**src/wfe_pkg.sv**
```systemverilog
`timescale 1ns / 1ps
// ----------------------------------------------------------------------------
// Waveform feature extractor package
// Shared widths, register codes, reset values and defaults.
// ----------------------------------------------------------------------------
package wfe_pkg;

   localparam int DEFAULT_WAVEFORM_LENGTH = 128;
   localparam int DEFAULT_LEAD_SCAN_DEPTH = 10;
   localparam int DEFAULT_SAMPLE_BITS     = 13;

   localparam int ACT_BITS       = 12;
   localparam int THRESH_BITS    = 13;
   localparam int CSR_DATA_BITS  = 13;
   localparam int CSR_INDEX_BITS = 2;

   localparam int PEAK_BITS    = 13;
   localparam int COUNT_BITS   = 9;
   localparam int ARRIVAL_BITS = 8;
   localparam int WIDTH_BITS   = 9;
   localparam int AMP_BITS     = 14;

   localparam int COUNT_MAX       = 511;
   localparam int FAR_DISTANCE    = 999;
   localparam int TAIL_WAIT_START = 2;

   localparam logic [ACT_BITS-1:0]           ACTIVATION_RESET = 12'd30;
   localparam logic [ACT_BITS-1:0]           OUTLIER_RESET    = 12'd20;
   localparam logic signed [THRESH_BITS-1:0] HIGH_RESET       = 13'sd110;
   localparam logic signed [THRESH_BITS-1:0] LOW_RESET        = 13'sd90;

   typedef enum logic [CSR_INDEX_BITS-1:0] {
      CSR_ACTIVATION_THRESHOLD  = 2'd0,
      CSR_OUTLIER_DIFFERENCE    = 2'd1,
      CSR_HIGH_TIMING_THRESHOLD = 2'd2,
      CSR_LOW_TIMING_THRESHOLD  = 2'd3
   } csr_index_type;

endpackage

```
**src/waveform_feature_extractor.sv**
```systemverilog
`timescale 1ns / 1ps
// ----------------------------------------------------------------------------
// Waveform feature extractor
// Per-sample peak, timing-crossing and afterpulse tracking with a result on
// the last sample of each waveform.
// ----------------------------------------------------------------------------
// Usage:
//   req_* carries one signed sample per transaction; req_waveform_last marks
//   the final sample of a waveform. rsp_* carries one feature transaction per
//   waveform, produced only for the final sample. csr_* writes the four
//   threshold registers; write them only while no waveform is in flight.
// Flow: an accepted sample waits in the input register, then is processed into
//   the state registers; a final sample also loads the result register.
// Throughput: one sample per cycle outside the stall below, set by the single
//   input register and single-pass feature logic before the state registers.
// Stall: a result held under rsp_stall blocks only the next final sample in
//   the input register; other samples keep flowing. req_stall rises only then.
// Reset: thresholds return to their defaults, all per-waveform state clears
//   and both channels go empty. Per-waveform state also clears after each
//   result.
// ----------------------------------------------------------------------------
module waveform_feature_extractor #(
   parameter int WAVEFORM_LENGTH = wfe_pkg::DEFAULT_WAVEFORM_LENGTH,
   parameter int LEAD_SCAN_DEPTH = wfe_pkg::DEFAULT_LEAD_SCAN_DEPTH,
   parameter int SAMPLE_BITS     = wfe_pkg::DEFAULT_SAMPLE_BITS
) (
   input  logic                                 clock,
   input  logic                                 reset,
   input  logic                                 req_valid,
   output logic                                 req_stall,
   input  logic signed [SAMPLE_BITS-1:0]        req_sample_value,
   input  logic                                 req_waveform_last,
   output logic                                 rsp_valid,
   input  logic                                 rsp_stall,
   output logic                                 rsp_activated,
   output logic signed [wfe_pkg::PEAK_BITS-1:0] rsp_peak_value,
   output logic [wfe_pkg::COUNT_BITS-1:0]       rsp_near_peak_count,
   output logic [wfe_pkg::ARRIVAL_BITS-1:0]     rsp_arrival_half_samples,
   output logic signed [wfe_pkg::WIDTH_BITS-1:0] rsp_width_half_samples,
   output logic                                 rsp_afterpulse_seen,
   output logic signed [wfe_pkg::AMP_BITS-1:0]  rsp_afterpulse_amplitude,
   input  logic                                 csr_write_enable,
   input  logic [wfe_pkg::CSR_INDEX_BITS-1:0]   csr_index,
   input  logic [wfe_pkg::CSR_DATA_BITS-1:0]    csr_write_data
);

   localparam int SB           = SAMPLE_BITS;
   localparam int TB           = wfe_pkg::THRESH_BITS;
   localparam int CW           = ((SB > TB) ? SB : TB) + 3;
   localparam int HIST_DEPTH   = 2 * LEAD_SCAN_DEPTH;
   localparam int BACK_BITS    = (HIST_DEPTH > 1) ? $clog2(HIST_DEPTH) : 1;
   localparam int STEP_BITS    = $clog2(LEAD_SCAN_DEPTH + 1);
   localparam int IDX_BITS     = $clog2(WAVEFORM_LENGTH);
   localparam int CNT_BITS     = $clog2(WAVEFORM_LENGTH + 1);
   localparam int CMPW         = IDX_BITS + STEP_BITS;
   localparam int PEAK_BITS    = wfe_pkg::PEAK_BITS;
   localparam int COUNT_BITS   = wfe_pkg::COUNT_BITS;
   localparam int ARRIVAL_BITS = wfe_pkg::ARRIVAL_BITS;
   localparam int WIDTH_BITS   = wfe_pkg::WIDTH_BITS;
   localparam int AMP_BITS     = wfe_pkg::AMP_BITS;

   localparam logic [CNT_BITS-1:0]    LENGTH_LIMIT = CNT_BITS'(WAVEFORM_LENGTH);
   localparam logic [CNT_BITS-1:0]    FIRST_PROC   = CNT_BITS'(2);
   localparam logic [STEP_BITS-1:0]   STEP_IDLE    = STEP_BITS'(LEAD_SCAN_DEPTH);
   localparam logic [CW-1:0]          FAR_DIST     = CW'(wfe_pkg::FAR_DISTANCE);
   localparam logic signed [CW-1:0]   SEVEN        = CW'(7);
   localparam logic [1:0]             TAIL_START   = 2'(wfe_pkg::TAIL_WAIT_START);
   localparam logic [COUNT_BITS:0]    COUNT_SAT    = (COUNT_BITS + 1)'(wfe_pkg::COUNT_MAX);

   // configuration
   logic [wfe_pkg::ACT_BITS-1:0] act_thr_ff;
   logic [wfe_pkg::ACT_BITS-1:0] outlier_ff;
   logic signed [TB-1:0]         high_thr_ff;
   logic signed [TB-1:0]         low_thr_ff;

   // input register
   logic                 s1_valid_ff, s1_valid_in;
   logic signed [SB-1:0] s1_sample_ff;
   logic                 s1_last_ff;
   logic                 advance;

   // waveform state
   logic signed [SB-1:0]  hist_ff [HIST_DEPTH];
   logic signed [SB-1:0]  hist_in [HIST_DEPTH];
   logic [CNT_BITS-1:0]   sample_index_ff, sample_index_in;
   logic signed [SB-1:0]  peak_ff, peak_in;
   logic [IDX_BITS-1:0]   peak_index_ff, peak_index_in;
   logic [STEP_BITS-1:0]  lead_step_ff, lead_step_in;
   logic [1:0]            tail_wait_ff, tail_wait_in;
   logic                  active_ff, active_in;
   logic [COUNT_BITS-1:0] count_ff, count_in;
   logic [CW-1:0]         lead_best_ff [2];
   logic [CW-1:0]         lead_best_in [2];
   logic [CW-1:0]         tail_best_ff [2];
   logic [CW-1:0]         tail_best_in [2];
   logic [IDX_BITS-1:0]   cross_ff [4];
   logic [IDX_BITS-1:0]   cross_in [4];
   logic                  ap_flag_ff, ap_flag_in;
   logic signed [SB-1:0]  ap_max_ff, ap_max_in;
   logic signed [SB-1:0]  ap_start_ff, ap_start_in;
   logic signed [SB:0]    ap_amp_ff, ap_amp_in;

   // result register
   logic                          rsp_valid_ff, rsp_valid_in;
   logic                          rsp_activated_ff, rsp_activated_in;
   logic signed [PEAK_BITS-1:0]   rsp_peak_ff, rsp_peak_in;
   logic [COUNT_BITS-1:0]         rsp_count_ff, rsp_count_in;
   logic [ARRIVAL_BITS-1:0]       rsp_arrival_ff, rsp_arrival_in;
   logic signed [WIDTH_BITS-1:0]  rsp_width_ff, rsp_width_in;
   logic                          rsp_ap_seen_ff, rsp_ap_seen_in;
   logic signed [AMP_BITS-1:0]    rsp_amp_ff, rsp_amp_in;

   // feature logic
   logic signed [SB-1:0]   hist_shift [HIST_DEPTH];
   logic signed [CW-1:0]   x0_w, x1_w, x2_w, peak_w, act_w, od_w, high_w, low_w;
   logic signed [CW-1:0]   diff_left, diff_right, avg_sum, avg_adj, avg_val;
   logic signed [CW-1:0]   p7, p7_adj, thr7;
   logic signed [CW-1:0]   scan_w, dh_raw, dl_raw;
   logic [CW-1:0]          dh_abs, dl_abs;
   logic [BACK_BITS-1:0]   back;
   logic                   lead_bump, x0_bump;
   logic [COUNT_BITS:0]    count_sum;
   logic [IDX_BITS:0]      lead_sum, tail_sum;
   logic signed [IDX_BITS+1:0] width_diff;

   assign advance     = s1_valid_ff && !(s1_last_ff && rsp_valid_ff && rsp_stall);
   assign req_stall   = s1_valid_ff && !advance;
   assign s1_valid_in = (req_valid && !req_stall) ? 1'b1 : (advance ? 1'b0 : s1_valid_ff);

   always_comb begin
      hist_shift[0] = s1_sample_ff;
      for (int i = 1; i < HIST_DEPTH; i++) begin
         hist_shift[i] = hist_ff[i-1];
      end
   end

   assign x0_w   = CW'(s1_sample_ff);
   assign x1_w   = CW'(hist_ff[0]);
   assign x2_w   = CW'(hist_ff[1]);
   assign act_w  = CW'({1'b0, act_thr_ff});
   assign od_w   = CW'({1'b0, outlier_ff});
   assign high_w = CW'(high_thr_ff);
   assign low_w  = CW'(low_thr_ff);

   always_comb begin
      hist_in         = hist_ff;
      sample_index_in = sample_index_ff;
      peak_in         = peak_ff;
      peak_index_in   = peak_index_ff;
      lead_step_in    = lead_step_ff;
      tail_wait_in    = tail_wait_ff;
      active_in       = active_ff;
      count_in        = count_ff;
      lead_best_in    = lead_best_ff;
      tail_best_in    = tail_best_ff;
      cross_in        = cross_ff;
      ap_flag_in      = ap_flag_ff;
      ap_max_in       = ap_max_ff;
      ap_start_in     = ap_start_ff;
      ap_amp_in       = ap_amp_ff;
      diff_left       = x1_w - x2_w;
      diff_right      = x1_w - x0_w;
      avg_sum         = x2_w + x0_w;
      avg_adj         = avg_sum + (avg_sum[CW-1] ? CW'(1) : CW'(0));
      avg_val         = avg_adj >>> 1;
      peak_w          = '0;
      p7              = '0;
      p7_adj          = '0;
      thr7            = '0;
      back            = '0;
      scan_w          = '0;
      dh_raw          = '0;
      dl_raw          = '0;
      dh_abs          = '0;
      dl_abs          = '0;
      lead_bump       = 1'b0;
      x0_bump         = 1'b0;
      count_sum       = '0;

      if (advance && (sample_index_ff < LENGTH_LIMIT)) begin
         hist_in         = hist_shift;
         sample_index_in = sample_index_ff + 1'b1;
         if (sample_index_ff >= FIRST_PROC) begin
            // new peak
            if (x1_w > CW'(peak_ff) && x1_w > act_w) begin
               active_in     = 1'b1;
               peak_index_in = IDX_BITS'(sample_index_ff - 1'b1);
               if (diff_left < od_w && diff_right < od_w) begin
                  peak_in = hist_ff[0];
               end else begin
                  peak_in = SB'(avg_val);
               end
               lead_step_in = '0;
               lead_best_in = '{FAR_DIST, FAR_DIST};
               tail_best_in = '{FAR_DIST, FAR_DIST};
               cross_in     = '{default: '0};
               count_in     = COUNT_BITS'(1);
               tail_wait_in = TAIL_START;
               ap_flag_in   = 1'b0;
               ap_amp_in    = '0;
            end
            peak_w = CW'(peak_in);
            p7     = (peak_w <<< 3) - peak_w;
            p7_adj = p7 + (p7[CW-1] ? SEVEN : CW'(0));
            thr7   = p7_adj >>> 3;

            // lead scan, walk back from the peak
            if (lead_step_in < STEP_IDLE &&
                CMPW'(peak_index_in) >= CMPW'(lead_step_in)) begin
               back      = BACK_BITS'({lead_step_in, 1'b1});
               scan_w    = CW'(hist_shift[back]);
               lead_bump = active_in && (scan_w > thr7);
               dh_raw    = scan_w - high_w;
               dl_raw    = scan_w - low_w;
               dh_abs    = dh_raw[CW-1] ? CW'(-dh_raw) : CW'(dh_raw);
               dl_abs    = dl_raw[CW-1] ? CW'(-dl_raw) : CW'(dl_raw);
               if (dh_abs < lead_best_in[0]) begin
                  lead_best_in[0] = dh_abs;
                  cross_in[0]     = IDX_BITS'(CMPW'(peak_index_in) - CMPW'(lead_step_in));
               end
               if (dl_abs < lead_best_in[1]) begin
                  lead_best_in[1] = dl_abs;
                  cross_in[1]     = IDX_BITS'(CMPW'(peak_index_in) - CMPW'(lead_step_in));
               end
            end

            // tail scan and afterpulse
            if (active_in && tail_wait_in == 2'd0) begin
               if (x0_w > x1_w && x1_w > x2_w && !ap_flag_in) begin
                  ap_flag_in  = 1'b1;
                  ap_max_in   = s1_sample_ff;
                  ap_start_in = hist_ff[1];
               end
               if (ap_flag_in && x0_w > CW'(ap_max_in)) begin
                  ap_max_in = s1_sample_ff;
                  ap_amp_in = (SB + 1)'(s1_sample_ff) - (SB + 1)'(ap_start_in);
               end
               dh_raw = x0_w - high_w;
               dl_raw = x0_w - low_w;
               dh_abs = dh_raw[CW-1] ? CW'(-dh_raw) : CW'(dh_raw);
               dl_abs = dl_raw[CW-1] ? CW'(-dl_raw) : CW'(dl_raw);
               if (dh_abs < tail_best_in[0]) begin
                  tail_best_in[0] = dh_abs;
                  cross_in[2]     = IDX_BITS'(sample_index_ff);
               end
               if (dl_abs < tail_best_in[1]) begin
                  tail_best_in[1] = dl_abs;
                  cross_in[3]     = IDX_BITS'(sample_index_ff);
               end
            end

            x0_bump   = active_in && (x0_w > thr7);
            count_sum = (COUNT_BITS + 1)'(count_in) + (COUNT_BITS + 1)'(lead_bump)
                        + (COUNT_BITS + 1)'(x0_bump);
            count_in  = (count_sum > COUNT_SAT) ? COUNT_SAT[COUNT_BITS-1:0]
                                                : count_sum[COUNT_BITS-1:0];
            if (tail_wait_in != 2'd0) begin
               tail_wait_in = tail_wait_in - 1'b1;
            end
            if (lead_step_in < STEP_IDLE) begin
               lead_step_in = lead_step_in + 1'b1;
            end
         end
      end

      // result fields from the updated state
      lead_sum         = (IDX_BITS + 1)'(cross_in[0]) + (IDX_BITS + 1)'(cross_in[1]);
      tail_sum         = (IDX_BITS + 1)'(cross_in[2]) + (IDX_BITS + 1)'(cross_in[3]);
      width_diff       = (IDX_BITS + 2)'(tail_sum) - (IDX_BITS + 2)'(lead_sum);
      rsp_activated_in = active_in;
      rsp_peak_in      = PEAK_BITS'(peak_in);
      rsp_count_in     = count_in;
      rsp_arrival_in   = ARRIVAL_BITS'(lead_sum);
      rsp_width_in     = WIDTH_BITS'(width_diff);
      rsp_ap_seen_in   = ap_flag_in;
      rsp_amp_in       = AMP_BITS'(ap_amp_in);

      // clear per-waveform state on reset and after a result
      if (reset || (advance && s1_last_ff)) begin
         hist_in         = '{default: '0};
         sample_index_in = '0;
         peak_in         = '0;
         peak_index_in   = '0;
         lead_step_in    = STEP_IDLE;
         tail_wait_in    = TAIL_START;
         active_in       = 1'b0;
         count_in        = '0;
         lead_best_in    = '{FAR_DIST, FAR_DIST};
         tail_best_in    = '{FAR_DIST, FAR_DIST};
         cross_in        = '{default: '0};
         ap_flag_in      = 1'b0;
         ap_max_in       = '0;
         ap_start_in     = '0;
         ap_amp_in       = '0;
      end
   end

   always_comb begin
      if (advance && s1_last_ff) begin
         rsp_valid_in = 1'b1;
      end else if (!rsp_stall) begin
         rsp_valid_in = 1'b0;
      end else begin
         rsp_valid_in = rsp_valid_ff;
      end
   end

   always_ff @(posedge clock) begin
      if (reset) begin
         act_thr_ff   <= wfe_pkg::ACTIVATION_RESET;
         outlier_ff   <= wfe_pkg::OUTLIER_RESET;
         high_thr_ff  <= wfe_pkg::HIGH_RESET;
         low_thr_ff   <= wfe_pkg::LOW_RESET;
         s1_valid_ff  <= 1'b0;
         rsp_valid_ff <= 1'b0;
      end else begin
         s1_valid_ff  <= s1_valid_in;
         rsp_valid_ff <= rsp_valid_in;
         if (csr_write_enable) begin
            case (csr_index)
               wfe_pkg::CSR_ACTIVATION_THRESHOLD: begin
                  act_thr_ff <= csr_write_data[wfe_pkg::ACT_BITS-1:0];
               end
               wfe_pkg::CSR_OUTLIER_DIFFERENCE: begin
                  outlier_ff <= csr_write_data[wfe_pkg::ACT_BITS-1:0];
               end
               wfe_pkg::CSR_HIGH_TIMING_THRESHOLD: begin
                  high_thr_ff <= csr_write_data[TB-1:0];
               end
               wfe_pkg::CSR_LOW_TIMING_THRESHOLD: begin
                  low_thr_ff <= csr_write_data[TB-1:0];
               end
               default: begin
               end
            endcase
         end
      end
   end

   // waveform state; the clear path above also covers reset
   always_ff @(posedge clock) begin
      hist_ff         <= hist_in;
      sample_index_ff <= sample_index_in;
      peak_ff         <= peak_in;
      peak_index_ff   <= peak_index_in;
      lead_step_ff    <= lead_step_in;
      tail_wait_ff    <= tail_wait_in;
      active_ff       <= active_in;
      count_ff        <= count_in;
      lead_best_ff    <= lead_best_in;
      tail_best_ff    <= tail_best_in;
      cross_ff        <= cross_in;
      ap_flag_ff      <= ap_flag_in;
      ap_max_ff       <= ap_max_in;
      ap_start_ff     <= ap_start_in;
      ap_amp_ff       <= ap_amp_in;
   end

   always_ff @(posedge clock) begin
      if (req_valid && !req_stall) begin
         s1_sample_ff <= req_sample_value;
         s1_last_ff   <= req_waveform_last;
      end
      if (advance && s1_last_ff) begin
         rsp_activated_ff <= rsp_activated_in;
         rsp_peak_ff      <= rsp_peak_in;
         rsp_count_ff     <= rsp_count_in;
         rsp_arrival_ff   <= rsp_arrival_in;
         rsp_width_ff     <= rsp_width_in;
         rsp_ap_seen_ff   <= rsp_ap_seen_in;
         rsp_amp_ff       <= rsp_amp_in;
      end
   end

   assign rsp_valid                = rsp_valid_ff;
   assign rsp_activated            = rsp_activated_ff;
   assign rsp_peak_value           = rsp_peak_ff;
   assign rsp_near_peak_count      = rsp_count_ff;
   assign rsp_arrival_half_samples = rsp_arrival_ff;
   assign rsp_width_half_samples   = rsp_width_ff;
   assign rsp_afterpulse_seen      = rsp_ap_seen_ff;
   assign rsp_afterpulse_amplitude = rsp_amp_ff;

endmodule

```
**config.mk**
```make
export PLATFORM = sky130hd
export DESIGN_NAME = waveform_feature_extractor
export DESIGN_NICKNAME = d
export VERILOG_FILES = /design/src/wfe_pkg.sv /design/src/waveform_feature_extractor.sv
export SDC_FILE = /design/constraint.sdc
export NUM_CORES = 2
export LEC_CHECK = 0
export BUFFER_PORTS_ARGS = -buffer_cell sky130_fd_sc_hd__buf_4
export CAP_MARGIN = 10
export CORE_ASPECT_RATIO = 1.1
export CORE_UTILIZATION = 57
export DETAILED_ROUTE_END_ITERATION = 6
export GPL_TIMING_DRIVEN = 1
export PLACE_DENSITY = 0.85
export SLEW_MARGIN = 20
export SYNTH_ARGS = -nofsm -noshare
export SYNTH_HDL_FRONTEND = slang
export SYNTH_SLANG_ARGS = --single-unit
```
**constraint.sdc**
```tcl
create_clock -name clock -period 11 [get_ports clock]
set_input_delay 1.1 -clock clock [delete_from_list [all_inputs] [get_ports clock]]
set_output_delay 1.1 -clock clock [all_outputs]
set_load 0.01 [all_outputs]
```
==> impl_metrics.env <==
export IMPL_cts_tree="done"
export IMPL_min_from="hist_ff[110]$_SDFFE_PP0P_"
export IMPL_clock_latency_ps=640
export IMPL_postCtsHoldBufs=0
export IMPL_rows=90
export IMPL_most_common_layout_cells="824 x nand2_1, 473 x dfxtp_1, 454 x a21oi_1, 287 x ha_1, 257 x nor2_1"
export IMPL_whs_endpoint="hist_ff[97]$_SDFFE_PP0P_"
export IMPL_ys_seq_area_share_pct=36.1
export IMPL_grt_pass1_vias=26741
export IMPL_drc=0
export IMPL_synth_edf_count=69
export IMPL_grt_use_total_pct=30.4
export IMPL_hold_path_class="flop to flop"
export IMPL_clk_pin_slew_ps=60
export IMPL_r2r_start="peak_ff[12]$_SDFF_PP0_"
export IMPL_power_density_nw_per_um2=146
export IMPL_viasPerCell=5.98
export IMPL_peakVddDrop_mv=0.121
export IMPL_rsz0062_at_grt="true"
export IMPL_cts_sink_count=545
export IMPL_worstPathArrival_ps=11090
export IMPL_areaGrowthSynthToFinish_pct=11.4
export IMPL_synthFlopType="dfxtp_1"
export IMPL_die_h_um=251
export IMPL_syn_inst=3954
export IMPL_p_total_w=0.00524
export IMPL_finalCriticalPeriod_ps=10720
export IMPL_dp_cells=4675
export IMPL_cts_path_max_buffers=3
export IMPL_cellLeakagePower_nw=14.5
export IMPL_crit_path_end_kind="flop"
export IMPL_wl_um=90100
export IMPL_hold_depth=2
export IMPL_rr_endpoint="rsp_width_half_samples[7]$_DFFE_PP_"
export IMPL_reg2reg_depth=52
export IMPL_coreArea_um2=55300
export IMPL_slowest_delay_ps=520
export IMPL_wl_per_cell_um=18.8
export IMPL_ys_ff_latch=545
export IMPL_grt_pass1_wl_um=140000
export IMPL_via_count=28663
export IMPL_boundaryPins=91
export IMPL_critical_path_top_delay_family="compound AO/OA/AOI/OAI gates"
export IMPL_grt_overflow_total=0
export IMPL_grt_max_degree=257
export IMPL_fmax_ghz=0.0933
export IMPL_startpoint_type="flop"
export IMPL_setup_viol_count_final=0
export IMPL_worstPathMaxFanout=8
export IMPL_ant_nets=0
export IMPL_port_buffers=90
export IMPL_drive_gt1_share_pct=9.54
export IMPL_drv_slew=0
export IMPL_die_width_um=229
export IMPL_syn_area_um2=32200
export IMPL_layout_commonest_cell="nand2_1"
export IMPL_die_area_um2=57400
export IMPL_worstMarginPinSlew_ps=1190
export IMPL_critPathSlowestCell="or4_1"
export IMPL_dr_pass1_iters=6
export IMPL_crit_top_cell="a21oi_1"
export IMPL_fin_cells=4794
export IMPL_finalClockSkew_ps=33.4
export IMPL_worstSetupPathType="flop to flop"
export IMPL_cp_num_buf_inv=5
export IMPL_period_share_pct=97.5
export IMPL_hold_violations=0
export IMPL_crit_required_ps=11360
export IMPL_async_flop_share_pct=0
export IMPL_status="finished, final reports clean"
export IMPL_clockRootBuffer="clkbuf_16"
export IMPL_htree_levels=2
export IMPL_layout_nets=4353
export IMPL_start_util_pct=58.2
export IMPL_synth_avg_cell_area_um2=8.14
export IMPL_synth_warnings=0
export IMPL_hpwlAfterDp_um=63900
export IMPL_relSlewSlack_pct=20.9
export IMPL_drv_cap=0
export IMPL_r2r_slack_ps=280
export IMPL_detail_route_iter0_violations=2638
export IMPL_detailed_place_area_um2=33700
export IMPL_place_congestion=1.00
export IMPL_cts_buffers_inserted=53
export IMPL_synthDistinctLibCells=99
export IMPL_antenna_found_initial=1
export IMPL_final_area_um2=35800
-- through the flow --
stage / TNS [ps] / hold slack [ps] / util [%] / setup WS (ps)
after global routing: -968 / 456 / 64.8 / -246
final: 0 / 449 / 64.8 / 279
after detailed placement: 0 / 442 / 61.0 / 58.8
after floorplan: 0 / 430 / - / 356
after global placement: 0 / 436 / 61.0 / 288
after CTS: 0 / 448 / 64.1 / 62.4
-- synth_stat cells, types with 23 or more instances --
cell type | n | area, um2
a211oi_1 | 31 | 233
a21o_1 | 86 | 646
a21oi_1 | 467 | 2340
a22o_1 | 31 | 272
a31oi_1 | 30 | 188
and2_1 | 58 | 363
clkbuf_1 | 183 | 687
dfxtp_1 | 476 | 9530
edfxtp_1 | 69 | 2070
ha_1 | 288 | 3600
inv_1 | 183 | 687
mux2i_1 | 53 | 531
nand2_1 | 826 | 3100
nand2b_1 | 51 | 319
nand3_1 | 43 | 215
nand4_1 | 23 | 144
nor2_1 | 260 | 976
nor2b_1 | 54 | 338
nor3_1 | 39 | 195
o21a_1 | 29 | 218
o21ai_0 | 105 | 526
o22a_1 | 23 | 201
o22ai_1 | 30 | 188
xnor2_1 | 94 | 823
xor2_1 | 88 | 771
-- worst register-to-register path, delay by kind of cell, from the launching register on --
kind            cells  cell delay [ps]
buf+inv             5              650
mux                 1              200
compound gates     19             3780
xor+xnor            3              480
fa+ha+maj           7             2440
simple gates       17             2550
flops               1              350
-- registers in the layout, indices dropped and copies added, names as in the netlist, 9 cells and up --
register	flops
rsp_near_peak_count	9
count_ff	9
act_thr_ff	12
ap_amp_ff	14
tail_best_ff	32
outlier_ff	12
high_thr_ff	13
s1_sample_ff	13
cross_ff	28
lead_best_ff	32
rsp_peak_value	13
rsp_width_half_samples	9
ap_max_ff	13
peak_ff	13
ap_start_ff	13
hist_ff	247
rsp_afterpulse_amplitude	14
low_thr_ff	13
-- repair_timing --
action,CTS,global route
setup buffers,0,19
resized for setup,1,52
pin swaps,0,17
setup endpoints to repair,1,24
-- where the power goes --
group / internal, W / switching, W
Clock: 0.00102 / 0.000809
Combinational: 0.000532 / 0.000831
Sequential: 0.00203 / 0.0000191
-- worst max-delay path by stage --
| stage | end | from | depth (start not counted) |
|---|---|---|---|
| 4_1_cts | rsp_width_half_samples[7]$_DFFE_PP_ | peak_ff[12]$_SDFF_PP0_ | 55 |
| 6_report | rsp_width_half_samples[7]$_DFFE_PP_ | peak_ff[12]$_SDFF_PP0_ | 52 |
| 2_1_floorplan | rsp_width_half_samples[7]$_DFFE_PP_ | hist_ff[259]$_SDFFE_PP0P_ | 55 |
| 3_5_place_dp | rsp_width_half_samples[7]$_DFFE_PP_ | peak_ff[12]$_SDFF_PP0_ | 55 |
| 3_3_place_gp | rsp_width_half_samples[7]$_DFFE_PP_ | peak_ff[12]$_SDFF_PP0_ | 55 |
| 5_1_grt | rsp_width_half_samples[8]$_DFFE_PP_ | peak_ff[12]$_SDFF_PP0_ | 56 |
-- cells by family after synthesis --
group	count (synthesis)	share of synthesized area, %
simple gates	1461	20.0
buf+inv	385	4.58
xor+xnor	183	5.01
flops	545	36.1
fa+ha+maj	310	12.4
mux	73	2.35
compound gates	996	19.5
other cells	1	0.0117
-- layer usage --
metal	GRT usage, %	vias up	wire (um)
li1	-	13783	-
met1	38.3	13436	37000
met2	49.3	1130	40700
met3	5.30	312	7160
met4	17.1	2	5160
met5	0	-	13
-- area by class of cell --
class / count / area, um2
well taps: 736 / 921
fillers: 4469 / 19500
multi-input cells: 3031 / 19400
clock buffers: 86 / 1560
diodes: 1 / 2.50
inverters: 187 / 706
flip-flops and latches: 545 / 11600
clock inverters: 13 / 159
repair buffers: 195 / 1500
Note: power is estimated with default switching activity, not from simulation.
